<file path="config.mk">
export PLATFORM = sky130hd
export DESIGN_NAME = round_robin_run_queue
export DESIGN_NICKNAME = d
export VERILOG_FILES = /design/src/hdl/rrq_pkg.sv /design/src/hdl/rrq_cell.sv /design/src/hdl/round_robin_run_queue.sv
export SDC_FILE = /design/constraint.sdc
export NUM_CORES = 2
export LEC_CHECK = 0
export ABC_CLOCK_PERIOD_IN_PS = 7600
export BUFFER_PORTS_ARGS = -buffer_cell sky130_fd_sc_hd__buf_2
export CAP_MARGIN = 0
export CORE_UTILIZATION = 40
export CTS_CLUSTER_SIZE = 16
export DETAILED_ROUTE_END_ITERATION = 8
export PLACE_DENSITY = 0.55
export SYNTH_ARGS = -nofsm -noshare
export SYNTH_HDL_FRONTEND = slang
export SYNTH_SLANG_ARGS = --single-unit
</file>
<file path="constraint.sdc">
create_clock -name clk -period 7.6 [get_ports clk]
set_clock_uncertainty 0.05 [all_clocks]
set_input_delay 0.38 -clock clk [delete_from_list [all_inputs] [get_ports clk]]
set_output_delay 0.38 -clock clk [all_outputs]
set_load 0.005 [all_outputs]
</file>
<file path="src/hdl/rrq_pkg.sv">
// ----------------------------------------------------------------------------
// Round-robin run queue package
// Shared widths, codes, the cell command and link types and the sequencer states.
// ----------------------------------------------------------------------------
package rrq_pkg;

  localparam int TASK_SLOTS = 64;
  localparam int CELL_NUM   = TASK_SLOTS;
  localparam int TASK_W     = 6;
  localparam int SLOT_NUM   = 2 ** TASK_W;
  localparam int TIME_W     = 63;
  localparam int NS_W       = 32;
  localparam int CFG_IDX_W  = 1;

  localparam logic [NS_W-1:0] SLICE_RESET = NS_W'(10000000);
  localparam logic [NS_W-1:0] SLOP_RESET  = NS_W'(50000);

  localparam logic [CFG_IDX_W-1:0] REG_SLICE = CFG_IDX_W'(0);
  localparam logic [CFG_IDX_W-1:0] REG_SLOP  = CFG_IDX_W'(1);

  typedef logic [TASK_W-1:0] task_t;

  typedef enum logic [1:0] {
    KIND_SCHED = 2'd0,
    KIND_WAKE  = 2'd1,
    KIND_SLEEP = 2'd2
  } kind_t;

  typedef enum logic [1:0] {
    ACT_NONE    = 2'd0,
    ACT_RESCHED = 2'd1,
    ACT_TIMER   = 2'd2
  } action_t;

  typedef enum logic [1:0] {
    OP_HOLD,
    OP_REMOVE,
    OP_APPEND,
    OP_PUSH
  } cell_op_t;

  typedef struct packed {
    cell_op_t op;
    task_t    key;
  } cell_cmd_t;

  typedef struct packed {
    task_t slot;
    logic  vld;
  } cell_link_t;

  typedef enum logic [1:0] {
    ST_IDLE,
    ST_REMOVE,
    ST_INSERT,
    ST_RESULT
  } state_t;

endpackage

</file>
<file path="src/hdl/rrq_cell.sv">
// ----------------------------------------------------------------------------
// Run queue cell
// One place of the ordered queue: a slot number and an occupied flag, moved
// left, right or filled in step with its neighbours.
// ----------------------------------------------------------------------------
module rrq_cell (
  input  logic               clk,
  input  logic               rst_n,
  input  rrq_pkg::cell_cmd_t cmd,
  input  rrq_pkg::cell_link_t left_i,
  input  rrq_pkg::cell_link_t right_i,
  input  logic               found_i,
  output rrq_pkg::cell_link_t q_o,
  output logic               found_o
);
  import rrq_pkg::*;

  task_t slot_r;
  task_t slot_nxt;
  logic  vld_r;
  logic  vld_nxt;
  logic  match;

  assign match   = vld_r && (slot_r == cmd.key);
  assign found_o = found_i | match;
  assign q_o     = '{slot: slot_r, vld: vld_r};

  always_comb begin
    slot_nxt = slot_r;
    vld_nxt  = vld_r;
    case (cmd.op)
      OP_REMOVE: begin
        // close the gap: everything from the match onwards moves left
        if (found_o) begin
          slot_nxt = right_i.slot;
          vld_nxt  = right_i.vld;
        end
      end
      OP_APPEND: begin
        if (!vld_r && left_i.vld) begin
          slot_nxt = cmd.key;
          vld_nxt  = 1'b1;
        end
      end
      OP_PUSH: begin
        slot_nxt = left_i.slot;
        vld_nxt  = left_i.vld;
      end
      default: begin
      end
    endcase
  end

  always_ff @(posedge clk) begin
    if (!rst_n) begin
      vld_r <= 1'b0;
    end else begin
      vld_r <= vld_nxt;
    end
  end

  always_ff @(posedge clk) begin
    slot_r <= slot_nxt;
  end

endmodule

</file>
<file path="src/hdl/round_robin_run_queue.sv">
// ----------------------------------------------------------------------------
// Round-robin run queue
// Ordered run queue held in a row of cells, with schedule, wake and sleep.
// ----------------------------------------------------------------------------
// Each word runs through the REMOVE, INSERT and RESULT states: start is taken
// while busy is low, the queue row is shifted to remove the task in the next
// cycle, shifted again to append or push in the cycle after, and the result
// word is computed in RESULT and shown with out_valid for one cycle after it,
// when busy has already dropped. The result cannot be held off: out_valid
// marks it for exactly one cycle. The queue is empty after reset with no
// clearing pass, and the head of the queue always sits in the first cell.
// Configuration writes take effect at once and are meant for an idle block.
// ----------------------------------------------------------------------------
module round_robin_run_queue (
  input  logic                               clk,
  input  logic                               rst_n,
  input  logic                               start,
  output logic                               busy,
  input  logic [1:0]                         in_kind,
  input  logic [rrq_pkg::TASK_W-1:0]         in_task_req,
  input  logic                               in_task_runnable,
  input  logic                               in_task_running,
  input  logic [rrq_pkg::TIME_W-1:0]         in_now_ns,
  input  logic [rrq_pkg::TIME_W-1:0]         in_curr_last_dispatch,
  input  logic [rrq_pkg::NS_W-1:0]           in_curr_min_slice,
  input  logic                               in_curr_is_idle,
  input  logic [rrq_pkg::TIME_W-1:0]         in_timer_expiry,
  output logic                               out_valid,
  output logic [rrq_pkg::TASK_W-1:0]         out_next_task,
  output logic                               out_next_valid,
  output logic [rrq_pkg::NS_W-1:0]           out_slice_out,
  output logic [1:0]                         out_action,
  output logic [rrq_pkg::TIME_W-1:0]         out_timer_value,
  input  logic                               cfg_we,
  input  logic [rrq_pkg::CFG_IDX_W-1:0]      cfg_index,
  input  logic [rrq_pkg::NS_W-1:0]           cfg_wdata
);
  import rrq_pkg::*;

  state_t              state_r;
  state_t              state_nxt;
  logic                accept;

  logic [1:0]          kind_r;
  task_t               task_r;
  logic                runnable_r;
  logic                running_r;
  logic [TIME_W-1:0]   now_r;
  logic [TIME_W-1:0]   last_r;
  logic [NS_W-1:0]     owed_ns_r;
  logic                idle_r;
  logic [TIME_W-1:0]   expiry_r;

  logic                do_wake_r;
  logic [TIME_W:0]     min_time_r;
  logic                early_r;
  logic [TIME_W+1:0]   sum2_r;

  logic [SLOT_NUM-1:0] queued_r;
  logic [SLOT_NUM-1:0] queued_nxt;
  logic                in_range;

  logic [NS_W-1:0]     slice_r;
  logic [NS_W-1:0]     slop_r;

  cell_cmd_t           cmd;
  cell_link_t          cell_q [CELL_NUM];
  logic                found [CELL_NUM+1];

  logic                out_valid_r;
  task_t               out_task_r;
  task_t               out_task_nxt;
  logic                out_nvalid_r;
  logic                out_nvalid_nxt;
  logic [NS_W-1:0]     out_slice_r;
  logic [NS_W-1:0]     out_slice_nxt;
  logic [1:0]          out_action_r;
  logic [1:0]          out_action_nxt;
  logic [TIME_W-1:0]   out_timer_r;
  logic [TIME_W-1:0]   out_timer_nxt;

  assign busy     = (state_r != ST_IDLE);
  assign accept   = start && !busy;
  assign in_range = (32'(task_r) < TASK_SLOTS);

  // ---- configuration ----
  always_ff @(posedge clk) begin
    if (!rst_n) begin
      slice_r <= SLICE_RESET;
      slop_r  <= SLOP_RESET;
    end else if (cfg_we) begin
      unique case (cfg_index)
        REG_SLICE: slice_r <= cfg_wdata;
        REG_SLOP:  slop_r  <= cfg_wdata;
        default: begin
        end
      endcase
    end
  end

  // ---- captured word ----
  always_ff @(posedge clk) begin
    if (accept) begin
      kind_r      <= in_kind;
      task_r      <= in_task_req;
      runnable_r  <= in_task_runnable;
      running_r   <= in_task_running;
      now_r       <= in_now_ns;
      last_r      <= in_curr_last_dispatch;
      owed_ns_r   <= in_curr_min_slice;
      idle_r      <= in_curr_is_idle;
      expiry_r    <= in_timer_expiry;
    end
  end

  // ---- wake timing, adds and compares registered in the remove and insert states ----
  always_ff @(posedge clk) begin
    if (state_r == ST_REMOVE) begin
      do_wake_r  <= (kind_r == KIND_WAKE) && in_range && !queued_r[task_r];
      min_time_r <= {1'b0, last_r} + (TIME_W+1)'(owed_ns_r);
    end
    if (state_r == ST_INSERT) begin
      early_r <= idle_r || (min_time_r <= {1'b0, now_r});
      sum2_r  <= {1'b0, min_time_r} + (TIME_W+2)'(slop_r);
    end
  end

  // ---- sequencer ----
  always_ff @(posedge clk) begin
    if (!rst_n) begin
      state_r  <= ST_IDLE;
      queued_r <= '0;
    end else begin
      state_r  <= state_nxt;
      queued_r <= queued_nxt;
    end
  end

  always_comb begin
    state_nxt  = state_r;
    queued_nxt = queued_r;
    cmd.op     = OP_HOLD;
    cmd.key    = task_r;
    unique case (state_r)
      ST_IDLE: begin
        if (start) begin
          state_nxt = ST_REMOVE;
        end
      end
      ST_REMOVE: begin
        state_nxt = ST_INSERT;
        if (in_range && queued_r[task_r] &&
            ((kind_r == KIND_SCHED) || ((kind_r == KIND_SLEEP) && !running_r))) begin
          cmd.op              = OP_REMOVE;
          queued_nxt[task_r]  = 1'b0;
        end
      end
      ST_INSERT: begin
        state_nxt = ST_RESULT;
        if (in_range && (kind_r == KIND_SCHED) && runnable_r) begin
          cmd.op             = OP_APPEND;
          queued_nxt[task_r] = 1'b1;
        end else if (do_wake_r) begin
          cmd.op             = OP_PUSH;
          queued_nxt[task_r] = 1'b1;
        end
      end
      ST_RESULT: begin
        state_nxt = ST_IDLE;
      end
      default: begin
        state_nxt = ST_IDLE;
      end
    endcase
  end

  // ---- queue row: first cell is the head ----
  assign found[0] = 1'b0;

  for (genvar i = 0; i < CELL_NUM; i++) begin : g_cell
    cell_link_t left_w;
    cell_link_t right_w;

    if (i == 0) begin : g_first
      // a push feeds the new task in from the left
      assign left_w = '{slot: cmd.key, vld: 1'b1};
    end else begin : g_mid
      assign left_w = cell_q[i-1];
    end

    if (i == CELL_NUM-1) begin : g_last
      assign right_w = '{slot: '0, vld: 1'b0};
    end else begin : g_inner
      assign right_w = cell_q[i+1];
    end

    rrq_cell u_cell (
      .clk     (clk),
      .rst_n   (rst_n),
      .cmd     (cmd),
      .left_i  (left_w),
      .right_i (right_w),
      .found_i (found[i]),
      .q_o     (cell_q[i]),
      .found_o (found[i+1])
    );
  end

  // ---- result word ----
  always_comb begin
    out_task_nxt   = '0;
    out_nvalid_nxt = 1'b0;
    out_slice_nxt  = '0;
    out_action_nxt = ACT_NONE;
    out_timer_nxt  = '0;
    unique case (kind_r)
      KIND_SCHED: begin
        if (cell_q[0].vld) begin
          out_task_nxt   = cell_q[0].slot;
          out_nvalid_nxt = 1'b1;
          out_slice_nxt  = slice_r;
        end
      end
      KIND_WAKE: begin
        if (do_wake_r) begin
          if (early_r) begin
            out_action_nxt = ACT_RESCHED;
          end else if ({2'b00, expiry_r} > sum2_r) begin
            out_action_nxt = ACT_TIMER;
            out_timer_nxt  = min_time_r[TIME_W-1:0];
          end
        end
      end
      KIND_SLEEP: begin
        if (running_r) begin
          out_action_nxt = ACT_RESCHED;
        end
      end
      default: begin
      end
    endcase
  end

  always_ff @(posedge clk) begin
    if (!rst_n) begin
      out_valid_r <= 1'b0;
    end else begin
      out_valid_r <= (state_r == ST_RESULT);
    end
  end

  always_ff @(posedge clk) begin
    if (state_r == ST_RESULT) begin
      out_task_r   <= out_task_nxt;
      out_nvalid_r <= out_nvalid_nxt;
      out_slice_r  <= out_slice_nxt;
      out_action_r <= out_action_nxt;
      out_timer_r  <= out_timer_nxt;
    end
  end

  assign out_valid       = out_valid_r;
  assign out_next_task   = out_task_r;
  assign out_next_valid  = out_nvalid_r;
  assign out_slice_out   = out_slice_r;
  assign out_action      = out_action_r;
  assign out_timer_value = out_timer_r;

endmodule

</file>
---- Word level (Yosys, flattened, before mapping) ----
Cells that the tools add are included.
storage, ports and cells
  word-level logic and storage cells ...... 1111
  bits in registers ....................... 1046
cells by class
  bitwise gates (word level) .............. 70
  reduce and logical (&&, ||, !) cells .... 278
  equal/unequal tests ..................... 203
  $lt $le $gt $ge ......................... 4
  multiplexer cells ....................... 403
  $add $sub $neg .......................... 2
operator list
  cell                count
  $pmux 6 s3          64
  $mux 6              128
  $eq 6x6->1          64
  $ne 2x1->1 const B  128
  $reduce_and 3->1    65
  $mux 64             3
  $pmux 1 s3          63
  $logic_and 1x1->1   133
  $mux 1              132
  $pmux 64 s2         1
  $logic_not 1->1     66
  $add 64x32->65      1
  $gt 63x65->1        1
  $add 63x32->64      1
  $and 64x64->64      1
  $le 64x63->1        1
  $not 64->64         1
  $or 64x64->64       1
  $or 1x1->1          63
  $mux 2              6
  $eq 2x2->1 const B  5
  $pmux 2 s2          2
  $pmux 2 s4          1
  $reduce_and 2->1    4
  other kinds (15)    25

---- Logic depth before layout (Yosys ltp) ----
  depth in word-level cells ............... 67
  gate-level depth with buffers ........... 16

---- By module ----
Synthesis repeated with hierarchy kept, for this count alone.
second synthesis, totals
  cell total of the unflattened synthesis .. 5493
  area total of the unflattened synthesis .. 59477.0 um2
modules (own cells, without submodules)
  module                            times used  area each (um2)  cells each  sequential area each (um2)
  rrq_cell at g_cell[0].u_cell ...  63          475.5            47          200.2
  round_robin_run_queue             1           29042.9          2483        16646.0
  rrq_cell at g_cell[2].u_cell      1           480.5            49          200.2

---- Worst setup path before layout ----
No wires, ideal clock.
  kind .................................... register to register
  from .................................... register state_r[0]
  to ...................................... register expiry_r[0] (enable)
  data required time ...................... 6.929 ns
  data arrival time ....................... 5.867 ns
  setup time .............................. 0.621 ns
  period minus slack after synthesis ...... 6.538 ns
  cell stages (with the launch flop) ...... 4
  setup slack ............................. 1.062 ns
  cell sequence ........................... dfxtp_1 inv_1 ha_1 and2_1
on the way
  cells in the longest elaborated chain, start to end .. 3
RTL lines
  what                    line                          text
  from (decl)             round_robin_run_queue.sv:40   state_t state_r;
  from (signal assigned)  round_robin_run_queue.sv:134  state_r <= state_nxt;
  $reduce_bool 2->1       round_robin_run_queue.sv:82   assign busy = (state_r != ST_IDLE);
  $logic_not 1->1         round_robin_run_queue.sv:83   assign accept = start && !busy;
  $logic_and 1x1->1       round_robin_run_queue.sv:83
  net accept              round_robin_run_queue.sv:42   logic accept;
  to (signal assigned)    round_robin_run_queue.sv:112  expiry_r <= in_timer_expiry;
  to (decl)               round_robin_run_queue.sv:52   logic [TIME_W-1:0] expiry_r;
The timed path passes the listed nets, and every way through them passes these cells.
A chain may end at the register's enable or synchronous reset.

---- Final worst setup path ----
  from .................................... register task_r[1]
  to ...................................... register g_cell[37].u_cell.slot_r[3] (enable)
on the way
  cells in the longest elaborated chain, start to end .. 41
  elaborated cells on any way between the ends .. 125
RTL lines
  what                                 line                          text
  from (decl)                          round_robin_run_queue.sv:45   task_t task_r;
  from (signal assigned)               round_robin_run_queue.sv:105  task_r <= in_task_req;
  $eq 6x6->1                           rrq_cell.sv:24                assign match = vld_r && (slot_r == cmd.key);
  $logic_and 1x1->1                    rrq_cell.sv:24
  $or 1x1->1 (37 in a row)             rrq_cell.sv:25                assign found_o = found_i | match;
  $ne 2x1->1 (no source line)          --
  $reduce_and 3->1 (no source line) *  --
  to (signal assigned)                 rrq_cell.sv:63                slot_r <= slot_nxt;
  to (decl)                            rrq_cell.sv:18                task_t slot_r;
Mark *: on every way between the ends. The rest lies on a longest branch, timed or not. The select of a mux whose other input is x is not followed.

==> run_results.csv <==
group,metric,value,unit
setup_path,cp-end-kind,"flop",
hold_path,worstHoldStart,"cfg_we",
power_and_ir_drop,power.leakage,24.5,nW
floorplan,die-area,140000,µm²
global_route,grt_first_pass_wirelength,266000,µm
logic_synthesis,synthSimpleGateAreaFrac,11.8,%
place,pre_cts_ws,2.20,ns
logic_synthesis,synth_xor_area_share,7.94,%
place,gp_congestion,0.881,
routing,drt-total-wl,176000,µm
setup_path,r2r_end,"g_cell[37].u_cell.slot_r[3]",
final_layout,nNetsFinal,6159,
routing,wl_per_cell,23.2,µm
setup_path,r2r_cells,10,
logic_synthesis,async_flop_share,0,%
logic_synthesis,synth_top_area_share,46.2,%
setup_path,cp_max_fo,106,
timing,rsz0062_at_grt,"false",
power_and_ir_drop,clkPwrFrac,30.9,%
global_route,grt_max_degree,194,
power_and_ir_drop,switching_share,34.6,%
timing,drv_slew,0,
clock_network,h-tree-depth,3,
global_route,grt_antenna_before_repair,14,
logic_synthesis,synth_compound_area_share,15.6,%
logic_synthesis,synth_cell_types,105,
setup_path,arrival,5.78,ns
clock_network,root_buffer,"clkbuf_16",
logic_synthesis,ys.flop_type,"edfxtp_1",
setup_path,required,7.91,ns
power_and_ir_drop,seqPwrFrac,41.2,%
timing,tightest_slew,1.22,ns
logic_synthesis,yosysWarnings,0,
routing,drt_iter0_markers,4103,
routing,vias_per_cell,5.65,
power_and_ir_drop,p_comb_share,27.8,%
timing,setup_viol,0,
clock_network,ctsHoldBuffers,269,
final_layout,post-route-cell-area,65100,µm²
hold_path,holdPathStages,4,
floorplan,fp.dieW,374,µm
floorplan,die_h,374,µm
timing,finalCriticalPeriod,5.48,ns
power_and_ir_drop,intPower,0.0126,W
clock_network,cts-resized-gates,0,
hold_path,min_to,"slice_r[13]",
power_and_ir_drop,peakVddDrop,0.201,mV
timing,final.setup.worst_slack,2.12,ns
setup_path,start_kind,"flop",
power_and_ir_drop,p_switching,0.00667,W
logic_synthesis,synth_seq_cells,1046,
outcome,status,"completed",
logic_synthesis,synth_common_cells,"edfxtp_1 (851), nand2_1 (651), a21oi_1 (569)",
global_route,grt_overflow,0,
final_layout,area_growth_syn_to_layout,17.7,%
routing,via_count,42900,
logic_synthesis,synthMuxAreaShare,1.98,%
logic_synthesis,synth_top_family_by_area,"compound AO/OA/AOI/OAI gates",
setup_path,rr_startpoint,"task_r[1]",
floorplan,start_util,40.3,%
clock_network,cts_tree,"built",
clock_network,clock_latency,0.79,ns
logic_synthesis,post_synth_fa_ha_maj_area_fraction,4.55,%
job,drv_cap,0,
floorplan,design.core.area,137000,µm²
final_layout,layout.filler_cells,12600,
clock_network,post-cts-setup-buffers,0,
clock_network,cts.sinks,1046,
hold_path,hold_class,"in -> reg",
logic_synthesis,synth_cells,5207,
place,hpwl,119000,µm
clock_network,clockBufferDepth,3,
timing,slew_headroom,18.2,%
routing,drc,0,
final_layout,drive_gt1_share,12.4,%
setup_path,critical_path_class,"reg -> reg",
routing,first_pass_iters,6,
floorplan,io_pins,375,
setup_path,ff2ff_setup_slack,2.12,ns
timing,max_freq,183,MHz
logic_synthesis,ys_top_cells_by_area,"edfxtp_1 (46%), dfxtp_1 (7.1%), a21oi_1 (5.2%), xnor2_1 (4.7%), ha_1 (4.5%)",
routing,antenna_left,0,
logic_synthesis,synth-edff-count,851,
global_route,grt_pass1_vias,42400,
power_and_ir_drop,p_total,0.0193,W
final_layout,final_util,47.4,%
logic_synthesis,yosys.area.top_type,"edfxtp_1",
floorplan,rows,136,
timing,timing_hold_violations_final,0,
logic_synthesis,postSynthAreaPerCell,10.6,µm²
timing,setup_tns,0,ns
global_route,grt_usage,24.7,%
clock_network,cts_buffers,119,
logic_synthesis,ys_seq_area_share,53.3,%
clock_network,clkSlewWorstSetupHoldPaths,0.06,ns
logic_synthesis,yosys.cell_count.top_type,"edfxtp_1",
power_and_ir_drop,powerDensity,296,nW/µm²
place,port_buffers,374,
place,dpl_cell_area,58300,µm²
logic_synthesis,synth_nets,5676,
logic_synthesis,syn-cell-area,55300,µm²
timing,fin_crit_sh,72.0,%
[how the worst max path moves through the flow]
stage / start / end / slack (ns) / depth (start not counted)
after floorplan: state_r[0] / expiry_r[0] / 1.06 / 3
after global placement: task_r[1] / g_cell[37].u_cell.slot_r[0] / 2.34 / 10
after detailed placement: task_r[1] / g_cell[62].u_cell.slot_r[5] / 2.20 / 10
after CTS: task_r[1] / g_cell[37].u_cell.slot_r[3] / 2.15 / 10
after global routing: task_r[1] / g_cell[37].u_cell.slot_r[3] / 1.69 / 10
final: task_r[1] / g_cell[37].u_cell.slot_r[3] / 2.12 / 10
[power by group through the flow]
stage	registers (W)	clock network [W]	logic, W
3_5_place_dp	0.00806	0	0.00520
6_report	0.00795	0.00597	0.00537
4_1_cts	0.00795	0.00608	0.00535
5_1_grt	0.00801	0.00627	0.00593
3_3_place_gp	0.00807	0	0.00513
2_1_floorplan	0.00779	0	0.00378
[cell type report]
cell class	instances	area, µm²	area share (%)
antenna	12	30.0	0.0461
clock buffer	161	3230	4.96
clock inverter	66	831	1.28
inverter	248	933	1.43
multi-input combinational	3567	23300	35.7
sequential	1046	29500	45.3
tap	1794	2240	3.45
timing repair buffer	708	5100	7.84
[per-stage QoR]
stage	hold WS, ns	std cells
global route	0.0974	7598
CTS	0.0488	7590
detailed placement	0.393	7094
global placement	0.389	7094
finish	0.105	7602
floorplan	0.382	5207
[cell families (layout without fill, tap and decap cells)]
logic type,after synthesis,count (layout)
flops,1046,1046
fa+ha+maj,200,200
buf+inv,594,1183
simple gates,1328,1328
mux,100,100
xor+xnor,501,501
other cells,0,12
compound gates,1438,1438
[registers in the layout (all words and copies together), names as in the netlist, 2 cells and up, named ones only]
signal                flops
state_r                   2
out_next_task             6
min_time_r               64
task_r                    6
g_cell.u_cell.slot_r    384
slice_r                  32
slop_r                   32
sum2_r                   65
out_timer_value          63
expiry_r                 63
last_r                   63
now_r                    63
out_slice_out            32
out_action                2
kind_r                    2
g_cell.u_cell.vld_r      64
owed_ns_r                32
[routing by layer]
metal  vias to the layer above  wire [µm]  part of all wire, %  GRT usage [%]
met5                         -         13               0.0074              0
met2                      1619      81900                   46           39.6
met1                     21000      76600                   43           33.4
met4                         2       7020                  4.0           10.2
li1                      20000          -                    -              -
met3                       335      10800                  6.1           3.71
[critical path: stages, from the launching register on]
cell and delay (ns):
edfxtp_1 0.94, buf_4 0.58, nor2b_1 0.34, a221oi_1 0.15, a2bb2oi_1 0.18, o22ai_2 0.26, o31ai_4 0.14, nand2_8 0.56
buf_4 0.92, o21ai_1 0.16, a31oi_1 0.64
[cells in the final DEF, fill, tap and decap left out, types with 113 or more instances in the layout]
cell type,instances
xnor2_1,295
nor2_1,131
a21oi_1,569
dfxtp_1,195
buf_2,373
clkbuf_16,119
o21ai_0,385
dlygate4sd3_1,269
xor2_1,206
ha_1,195
nand4_1,113
inv_1,242
edfxtp_1,851
nand2_1,649
Power figures use the tool's default switching activity.
